--- src/rtl/rfalu_pkg.sv ---
// Shared types and constants for the register file ALU block.
package rfalu_pkg;

    // Operation codes carried in the cmd field.
    localparam logic [2:0] CMD_CMOV = 3'd0;
    localparam logic [2:0] CMD_ADD  = 3'd1;
    localparam logic [2:0] CMD_MUL  = 3'd2;
    localparam logic [2:0] CMD_DIV  = 3'd3;
    localparam logic [2:0] CMD_NAND = 3'd4;
    localparam logic [2:0] CMD_LDI  = 3'd5;
    localparam logic [2:0] CMD_OUT  = 3'd6;
    localparam logic [2:0] CMD_IN   = 3'd7;

    localparam int         WORD_W    = 32;
    localparam int         IDX_W     = 3;
    localparam int         IDX_EXT_W = 5;
    localparam int         DIV_STEPS = 32;
    localparam int         CNT_W     = 5;
    localparam logic [31:0] ALL_ONES = 32'hFFFF_FFFF;
    localparam logic [31:0] CHAR_MASK = 32'h0000_00FF;

    typedef struct packed {
        logic [2:0]  cmd;
        logic [2:0]  reg_a;
        logic [2:0]  reg_b;
        logic [2:0]  reg_c;
        logic [31:0] immediate;
        logic [8:0]  in_char;
    } t_in;

    typedef struct packed {
        logic       char_valid;
        logic [7:0] char_value;
        logic       div_fault;
    } t_out;

    // Commands from the controller to the datapath.
    typedef struct packed {
        logic capture;
        logic exec;
        logic mul_wr;
        logic div_start;
        logic div_step;
        logic div_wr;
        logic load_out;
    } t_dp_cmd;

    // Status from the datapath back to the controller.
    typedef struct packed {
        logic [2:0] cmd;
        logic       vc_zero;
    } t_dp_sts;

endpackage

--- src/rtl/rfalu_ctrl.sv ---
// Controller state machine that sequences one operation at a time.
module rfalu_ctrl (
    input  logic                i_clk,
    input  logic                i_rst_n,
    input  logic                i_in_valid,
    output logic                o_in_stall,
    output logic                o_out_valid,
    input  logic                i_out_stall,
    input  rfalu_pkg::t_dp_sts  i_sts,
    output rfalu_pkg::t_dp_cmd  o_cmd
);

    localparam logic [2:0] S_IDLE = 3'd0;
    localparam logic [2:0] S_EXEC = 3'd1;
    localparam logic [2:0] S_MUL  = 3'd2;
    localparam logic [2:0] S_DIV  = 3'd3;
    localparam logic [2:0] S_DIVW = 3'd4;
    localparam logic [2:0] S_DONE = 3'd5;

    logic [2:0]                  r_state, n_state;
    logic [rfalu_pkg::CNT_W-1:0] r_cnt, n_cnt;
    logic                        r_out_valid, n_out_valid;
    logic                        out_free;

    assign out_free    = !r_out_valid || !i_out_stall;
    assign o_in_stall  = (r_state != S_IDLE);
    assign o_out_valid = r_out_valid;

    always_comb begin
        n_state = r_state;
        n_cnt   = r_cnt;
        o_cmd   = '0;
        unique case (r_state)
            S_IDLE: begin
                if (i_in_valid) begin
                    o_cmd.capture = 1'b1;
                    n_state       = S_EXEC;
                end
            end
            S_EXEC: begin
                o_cmd.exec = 1'b1;
                if (i_sts.cmd == rfalu_pkg::CMD_MUL) begin
                    n_state = S_MUL;
                end else if (i_sts.cmd == rfalu_pkg::CMD_DIV && !i_sts.vc_zero) begin
                    o_cmd.div_start = 1'b1;
                    n_cnt           = '0;
                    n_state         = S_DIV;
                end else begin
                    n_state = S_DONE;
                end
            end
            S_MUL: begin
                o_cmd.mul_wr = 1'b1;
                n_state      = S_DONE;
            end
            S_DIV: begin
                o_cmd.div_step = 1'b1;
                n_cnt          = r_cnt + rfalu_pkg::CNT_W'(1);
                if (r_cnt == rfalu_pkg::CNT_W'(rfalu_pkg::DIV_STEPS - 1)) begin
                    n_state = S_DIVW;
                end
            end
            S_DIVW: begin
                o_cmd.div_wr = 1'b1;
                n_state      = S_DONE;
            end
            S_DONE: begin
                if (out_free) begin
                    o_cmd.load_out = 1'b1;
                    n_state        = S_IDLE;
                end
            end
            default: begin
                n_state = S_IDLE;
            end
        endcase
    end

    assign n_out_valid = (r_out_valid && i_out_stall) || o_cmd.load_out;

    always_ff @(posedge i_clk) begin
        if (!i_rst_n) begin
            r_state     <= S_IDLE;
            r_cnt       <= '0;
            r_out_valid <= 1'b0;
        end else begin
            r_state     <= n_state;
            r_cnt       <= n_cnt;
            r_out_valid <= n_out_valid;
        end
    end

endmodule

--- src/rtl/rfalu_dp.sv ---
// Datapath: register file memory, operand registers, multiplier and serial divider.
module rfalu_dp #(
    parameter int NUM_REGS = 8
) (
    input  logic                i_clk,
    input  logic                i_rst_n,
    input  rfalu_pkg::t_in      i_in,
    input  rfalu_pkg::t_dp_cmd  i_cmd,
    output rfalu_pkg::t_dp_sts  o_sts,
    output rfalu_pkg::t_out     o_out
);

    localparam int AW = (NUM_REGS > 1) ? $clog2(NUM_REGS) : 1;
    localparam int XW = rfalu_pkg::IDX_EXT_W;

    logic [31:0]         mem [NUM_REGS];
    logic [NUM_REGS-1:0] r_vld;

    // Captured item fields.
    logic [2:0]  r_op;
    logic [2:0]  r_a;
    logic [2:0]  r_c;
    logic [31:0] r_imm;
    logic [8:0]  r_char;

    // Registered memory reads and their validity.
    logic [31:0] r_rd_b, r_rd_c;
    logic        r_ok_b, r_ok_c;
    logic [31:0] vb, vc;

    logic [31:0] r_prod;
    logic [31:0] r_rem, r_quo, r_dvs;
    logic [32:0] shifted, diff;

    rfalu_pkg::t_out r_res, r_out;

    logic [XW-1:0] ext_b, ext_c, ext_w;
    logic [AW-1:0] idx_b, idx_c, idx_w;
    logic          in_b, in_c, in_w;
    logic          wr_req, wr_en;
    logic [2:0]    wr_sel;
    logic [31:0]   wr_data;

    assign ext_b = {{(XW - rfalu_pkg::IDX_W){1'b0}}, i_in.reg_b};
    assign ext_c = {{(XW - rfalu_pkg::IDX_W){1'b0}}, i_in.reg_c};
    assign idx_b = ext_b[AW-1:0];
    assign idx_c = ext_c[AW-1:0];
    assign in_b  = (ext_b < XW'(NUM_REGS));
    assign in_c  = (ext_c < XW'(NUM_REGS));

    assign vb = r_ok_b ? r_rd_b : '0;
    assign vc = r_ok_c ? r_rd_c : '0;

    // Write port selection; the input command targets register C.
    always_comb begin
        wr_req  = 1'b0;
        wr_sel  = r_a;
        wr_data = '0;
        if (i_cmd.exec) begin
            unique case (r_op)
                rfalu_pkg::CMD_CMOV: begin
                    wr_req  = (vc != '0);
                    wr_data = vb;
                end
                rfalu_pkg::CMD_ADD: begin
                    wr_req  = 1'b1;
                    wr_data = vb + vc;
                end
                rfalu_pkg::CMD_NAND: begin
                    wr_req  = 1'b1;
                    wr_data = ~(vb & vc);
                end
                rfalu_pkg::CMD_LDI: begin
                    wr_req  = 1'b1;
                    wr_data = r_imm;
                end
                rfalu_pkg::CMD_IN: begin
                    wr_req  = 1'b1;
                    wr_sel  = r_c;
                    wr_data = r_char[8] ? rfalu_pkg::ALL_ONES
                                        : ({24'd0, r_char[7:0]} & rfalu_pkg::CHAR_MASK);
                end
                default: begin
                    wr_req = 1'b0;
                end
            endcase
        end else if (i_cmd.mul_wr) begin
            wr_req  = 1'b1;
            wr_data = r_prod;
        end else if (i_cmd.div_wr) begin
            wr_req  = 1'b1;
            wr_data = r_quo;
        end
    end

    assign ext_w = {{(XW - rfalu_pkg::IDX_W){1'b0}}, wr_sel};
    assign idx_w = ext_w[AW-1:0];
    assign in_w  = (ext_w < XW'(NUM_REGS));
    assign wr_en = wr_req && in_w;

    always_ff @(posedge i_clk) begin
        if (wr_en) begin
            mem[idx_w] <= wr_data;
        end
        if (i_cmd.capture) begin
            r_rd_b <= mem[idx_b];
            r_rd_c <= mem[idx_c];
        end
    end

    // An entry never written since reset reads as zero.
    always_ff @(posedge i_clk) begin
        if (!i_rst_n) begin
            r_vld <= '0;
        end else if (wr_en) begin
            r_vld[idx_w] <= 1'b1;
        end
    end

    always_ff @(posedge i_clk) begin
        if (i_cmd.capture) begin
            r_op   <= i_in.cmd;
            r_a    <= i_in.reg_a;
            r_c    <= i_in.reg_c;
            r_imm  <= i_in.immediate;
            r_char <= i_in.in_char;
            r_ok_b <= in_b && r_vld[idx_b];
            r_ok_c <= in_c && r_vld[idx_c];
        end
    end

    always_ff @(posedge i_clk) begin
        if (i_cmd.exec) begin
            r_prod               <= vb * vc;
            r_res.char_valid     <= (r_op == rfalu_pkg::CMD_OUT);
            r_res.char_value     <= (r_op == rfalu_pkg::CMD_OUT) ? vc[7:0] : 8'd0;
            r_res.div_fault      <= (r_op == rfalu_pkg::CMD_DIV) && (vc == '0);
        end
        if (i_cmd.load_out) begin
            r_out <= r_res;
        end
    end

    // Restoring divider, one quotient bit per cycle.
    assign shifted = {r_rem, r_quo[31]};
    assign diff    = shifted - {1'b0, r_dvs};

    always_ff @(posedge i_clk) begin
        if (i_cmd.div_start) begin
            r_rem <= '0;
            r_quo <= vb;
            r_dvs <= vc;
        end else if (i_cmd.div_step) begin
            if (!diff[32]) begin
                r_rem <= diff[31:0];
                r_quo <= {r_quo[30:0], 1'b1};
            end else begin
                r_rem <= shifted[31:0];
                r_quo <= {r_quo[30:0], 1'b0};
            end
        end
    end

    assign o_sts.cmd     = r_op;
    assign o_sts.vc_zero = (vc == '0);
    assign o_out         = r_out;

endmodule

--- src/rtl/register_file_alu_ops.sv ---
// Top level of the register file ALU: controller plus datapath.
//
//  Channel | Direction | Handshake                | Payload
//  --------+-----------+--------------------------+---------------------------
//  in      | input     | i_in_valid / o_in_stall  | i_in  (cmd, indexes, data)
//  out     | output    | o_out_valid / i_out_stall| o_out (char, fault flags)
//
// One transfer is processed at a time. After the accepting edge, most operations and a
// divide by zero run execute and then load the output register; multiply adds a product
// write-back before the load, and divide adds 32 restoring steps and a quotient write-back;
// the next transfer can be accepted on the cycle following the load.
// Reset clears the controller and the per-register valid bits, so every register reads
// as zero until first written. An untaken result under output stall keeps the input stalled.
module register_file_alu_ops #(
    parameter int NUM_REGS = 8
) (
    input  logic            i_clk,
    input  logic            i_rst_n,
    input  logic            i_in_valid,
    output logic            o_in_stall,
    input  rfalu_pkg::t_in  i_in,
    output logic            o_out_valid,
    input  logic            i_out_stall,
    output rfalu_pkg::t_out o_out
);

    // Command and status between the state machine and the datapath.
    rfalu_pkg::t_dp_cmd dp_cmd;
    rfalu_pkg::t_dp_sts dp_sts;

    // The controller owns the handshakes and the divide step counter.
    rfalu_ctrl u_ctrl (
        .i_clk       (i_clk),
        .i_rst_n     (i_rst_n),
        .i_in_valid  (i_in_valid),
        .o_in_stall  (o_in_stall),
        .o_out_valid (o_out_valid),
        .i_out_stall (i_out_stall),
        .i_sts       (dp_sts),
        .o_cmd       (dp_cmd)
    );

    // The datapath holds the registers, the arithmetic and the result register.
    rfalu_dp #(
        .NUM_REGS (NUM_REGS)
    ) u_dp (
        .i_clk   (i_clk),
        .i_rst_n (i_rst_n),
        .i_in    (i_in),
        .i_cmd   (dp_cmd),
        .o_sts   (dp_sts),
        .o_out   (o_out)
    );

endmodule

--- config.mk ---
export PLATFORM = sky130hd
export DESIGN_NAME = register_file_alu_ops
export DESIGN_NICKNAME = d
export VERILOG_FILES = /design/src/rtl/rfalu_pkg.sv /design/src/rtl/rfalu_ctrl.sv /design/src/rtl/rfalu_dp.sv /design/src/rtl/register_file_alu_ops.sv
export SDC_FILE = /design/constraint.sdc
export NUM_CORES = 2
export LEC_CHECK = 0
export ABC_AREA = 1
export BUFFER_PORTS_ARGS = -buffer_cell sky130_fd_sc_hd__buf_4
export CORE_ASPECT_RATIO = 1.2
export CORE_MARGIN = 2
export CORE_UTILIZATION = 40
export CTS_BUF_LIST = sky130_fd_sc_hd__clkbuf_16
export CTS_CLUSTER_DIAMETER = 40
export DETAILED_ROUTE_END_ITERATION = 16
export GPL_ROUTABILITY_DRIVEN = 0
export PLACE_DENSITY = 0.65
export REMOVE_ABC_BUFFERS = 1
export SLEW_MARGIN = 20
export SYNTH_ARGS = -nofsm -noshare
export SYNTH_HDL_FRONTEND = slang
export SYNTH_SLANG_ARGS = --single-unit
export TNS_END_PERCENT = 20
--- constraint.sdc ---
create_clock -name i_clk -period 7.92 [get_ports i_clk]
set_input_delay 1.188 -clock i_clk [delete_from_list [all_inputs] [get_ports i_clk]]
set_output_delay 1.188 -clock i_clk [all_outputs]
set_load 0.005 [all_outputs]
==> results.md <==
| Group | Item | This run |
| --- | --- | --- |
| setup path | Critical path class | flip-flop to flip-flop |
| logic synthesis | Most common cell in the netlist | nand2_1 |
| global route | Initial antenna violation count | 2 |
| die | Core outline area | 106000 um2 |
| logic synthesis | Most used standard cells in the synthesized netlist | nand2_1, inv_1, nor2_1 |
| logic synthesis | Area of the mapped netlist | 42800 um2 |
| die | Top Ports | 69 |
| routing | Post-DRT Antenna Nets | 0 |
| layout | Layout cells sized above 1 | 0.0816 |
| logic synthesis | Distinct cell type count of the synthesized netlist | 51 |
| logic synthesis | Share of synthesized area occupied by flip-flops and latches | 0.366 |
| timing | Timing-limited maximum frequency | 0.131 GHz |
| placement | Placed Cells | 6282 |
| setup path | Max Fanout on Critical Path | 8 |
| global route | Total grt overflow | 0 |
| layout | Area growth, synth to finish | 12.8% |
| logic synthesis | Ys async rst share | 0 |
| timing | Least-Margin Pin Slew | 1.33 ns |
| die | Starting Density | 0.403 |
| hold path | Type of the most critical hold path | flip-flop to flip-flop |
| pwr | PnR Total Power | 0.0183 W |
| pwr | Power per cell area | 379 nW/um2 |
| die | Die Y | 362 um |
| placement | Half-perimeter wire length of the detailed placement result | 111 mm |
| global route | Total track usage | 0.273 |
| logic synthesis | Syn_area_per_cell | 8.79 um2 |
| die | Rows | 131 |
| clock network | Clk_lat worst skew | 0.66 ns |
| global route | Maximum number of pins on one net before global-route repair | 63 |
| clock network | Root buffer cell | clkbuf_16 |
| setup path | Worst EP arrival | 8.03 ns |
| global route | Number of global-route vias before repair | 37000 |
| clock network | Clock-pin slew on the worst setup and hold paths | 0.06 ns |
| pwr | Maximum resistive drop on vdd | 0.000496 V |
| layout | Non-filler instance count after layout | 6431 |
| logic synthesis | Area share of the largest cell type after synthesis | 0.343 |
| routing | Routed wl met3 | 15.0 mm |
| timing | Worst Hold Margin | 0.416 ns |
| routing | Final WL | 149 mm |
| logic synthesis | Largest family of logic cells by synthesized area | adder cells |
| setup path | Worst path required time | 8.29 ns |
| timing | Pins over their slew limit | 0 |
| clock network | TritonCTS sink count | 537 |
| logic synthesis | Adder-cell share of the synthesized area | 0.247 |
| timing | Hold violation count in the final report | 0 |
| clock network | Clock tree from TritonCTS | yes |
| die | Die outline width | 302 um |
| clock network | Cts bufs inserted | 77 |
| logic synthesis | Number of enable flip-flop cells after synthesis | 488 |
| pwr | Cell leakage power | 21.3 nW |
| routing | Starting DRC count in detailed routing | 3978 |
| logic synthesis | Cell type with the highest aggregate area in the netlist | edfxtp_1 |
| clock network | Maximum level of the CTS H-tree | 3 |
| timing | Worst Skew | 0.0383 ns |
| layout | NumNets Final | 5627 |
| logic synthesis | Count of yosys warnings during synthesis | 0 |
| placement | Buffers on Ports | 68 |
| timing | Final Cycle Share | 0.966 |
| timing | Total of endpoints with negative setup slack in the final report | 0 |
| die | Die Footprint | 110000 um2 |
| routing | Via total after detailed routing | 36400 |
| logic synthesis | Area share of xor/xnor cells in the synthesized design | 0.0143 |
| logic synthesis | Compound-Gate Fraction of Synth Area | 0.124 |
| routing | Iteration count of the initial detailed-routing pass | 10 |
| layout | Share of the core filled with cells | 0.454 |
| routing | Highest routed metal layer | met5 |
| layout | Number of fillers in the final layout | 10100 |
| logic synthesis | Number of instances in the synthesized netlist | 4864 |
| logic synthesis | Dominant synthesized flop cell | edfxtp_1 |
| logic synthesis | Simple-gate portion of the synthesized area | 0.157 |
| setup path | Startpoint type of the worst setup path | flip-flop |
| timing | RSZ-0062 raised after global routing | false |
| clock network | Clock tree buffer depth | 3 |
| job | Max-Cap Viols | 0 |
| routing | Remaining DRCs | 0 |
| routing | Met2 routed wirelength | 67.6 mm |
| routing | Wire length on met1 | 51.9 mm |
| logic synthesis | Multiplexer area fraction after synthesis | 0 |
| logic synthesis | Register bit total from synthesis | 537 |
| logic synthesis | Top cells by area, synth | edfxtp_1, fa_1, nand2_1, inv_1, ha_1 |
| run status | Result of the run | finished clean |
| global route | Global-route wire length before repair | 223 mm |
| routing | Vias per cell | 5.66 |
| routing | Routed wire per std cell | 23.2 um |
| timing | Worst slew margin | 0.103 |
| timing | Clock period minus worst slack | 7.65 ns |
| setup path | Endpoint class of the critical path | flip-flop |
-- cell type report --
cell class	count	area [um2]	share of cell area
Antenna cell	1	2.50	0.0000519
Clock buffer	77	1930	0.0399
Clock inverter	64	741	0.0153
Inverter	827	3120	0.0646
Multi-Input combinational cell	3296	23300	0.483
Sequential cell	537	15600	0.324
Tap cell	1396	1750	0.0362
Timing Repair Buffer	233	1790	0.0372
-- power by group --
part           total, W  leakage (nW)  switching [W]  internal [W]
Combinational    0.0105          15.0        0.00701       0.00353
Sequential      0.00418          4.95       0.000234       0.00395
Clock           0.00354          1.32        0.00142       0.00212
-- worst paths after layout --
path | slack (ns) | cells after the start | start | endpoint
max reg2reg | 0.27 | 22 | u_dp.r_ok_c$_DFFE_PP_ | u_dp.r_prod[19]$_DFFE_PP_
max | 0.27 | 22 | u_dp.r_ok_c$_DFFE_PP_ | u_dp.r_prod[19]$_DFFE_PP_
min reg2reg | 0.42 | 0 | u_dp.r_res[3]$_SDFFCE_PN0P_ | u_dp.o_out[3]$_DFFE_PP_
min | 0.42 | 0 | u_dp.r_res[3]$_SDFFCE_PN0P_ | u_dp.o_out[3]$_DFFE_PP_
-- placed cells by master (no fill, tap or decap), types with 20 or more instances in the layout --
cell type and instances:
a21oi_1 266, a31oi_1 77, buf_4 228, clkbuf_16 77, clkinv_1 31, dfxtp_1 49, edfxtp_1 488, fa_1 410
ha_1 188, inv_1 796, nand2_1 936, nand3_1 140, nand4_1 27, nor2_1 505, nor3_1 20, o211ai_1 82
o21ai_0 419, xnor2_1 31, xor2_1 38
-- worst max-delay path, stage by stage (launching register included) --
cell and delay (ns):
edfxtp_1 0.54, buf_4 0.21, nand2_2 0.22, clkinvlp_4 0.35, ha_1 0.49, fa_1 0.56
fa_1 0.46, fa_1 0.55, inv_1 0.05, fa_1 0.47, inv_1 0.04, ha_1 0.27
ha_1 0.29, fa_1 0.52, fa_1 0.43, ha_1 0.39, nand2_1 0.12, inv_1 0.08
nand3_1 0.08, o221ai_1 0.42, a21oi_1 0.16, o21ai_0 0.26, xor2_1 0.44
-- stage by stage --
step	setup TNS [ns]	setup slack [ns]	area, um2
5_1_grt	0	0.0243	48300
4_1_cts	0	0.0311	48100
2_1_floorplan	-184.60	-1.75	42000
6_report	0	0.267	48300
3_5_place_dp	0	0.0518	45500
3_3_place_gp	0	0.0967	45500
-- flip-flops by register name (all words and copies together) (netlist names), 8 cells and up --
name         flops
u_dp.r_res      10
u_dp.r_rd_c     32
u_dp.r_char      9
u_dp.o_out      10
u_dp.r_prod     32
u_dp.mem       256
u_dp.r_quo      32
u_dp.r_vld       8
u_dp.r_imm      32
u_dp.r_rd_b     32
u_dp.r_dvs      32
u_dp.r_rem      32
-- layer usage --
layer / vias to the layer above / global-route usage
met2: 2168 / 0.437
li1: 16000 / -
met3: 747 / 0.0630
met5: - / 0.000898
met4: 2 / 0.215
met1: 17400 / 0.315
-- cell families (layout without fill, tap and decap cells) --
group,after synthesis,in the layout
other,0,1
and+or+nand+nor,1682,1682
AOI/OAI and AO/OA,946,946
adders and majority gates,598,598
DFF,537,537
xor gates and xnor gates,70,70
buffers and inverters,1031,1201
-- what timing repair did --
item | in CTS | in global routing
hold buffers | 0 | 0
endpoints found under the setup margin | 0 | 7
buffers inserted | 0 | 7
gates resized for setup | 0 | 16
No activity file was read; power rests on OpenSTA's default activity.
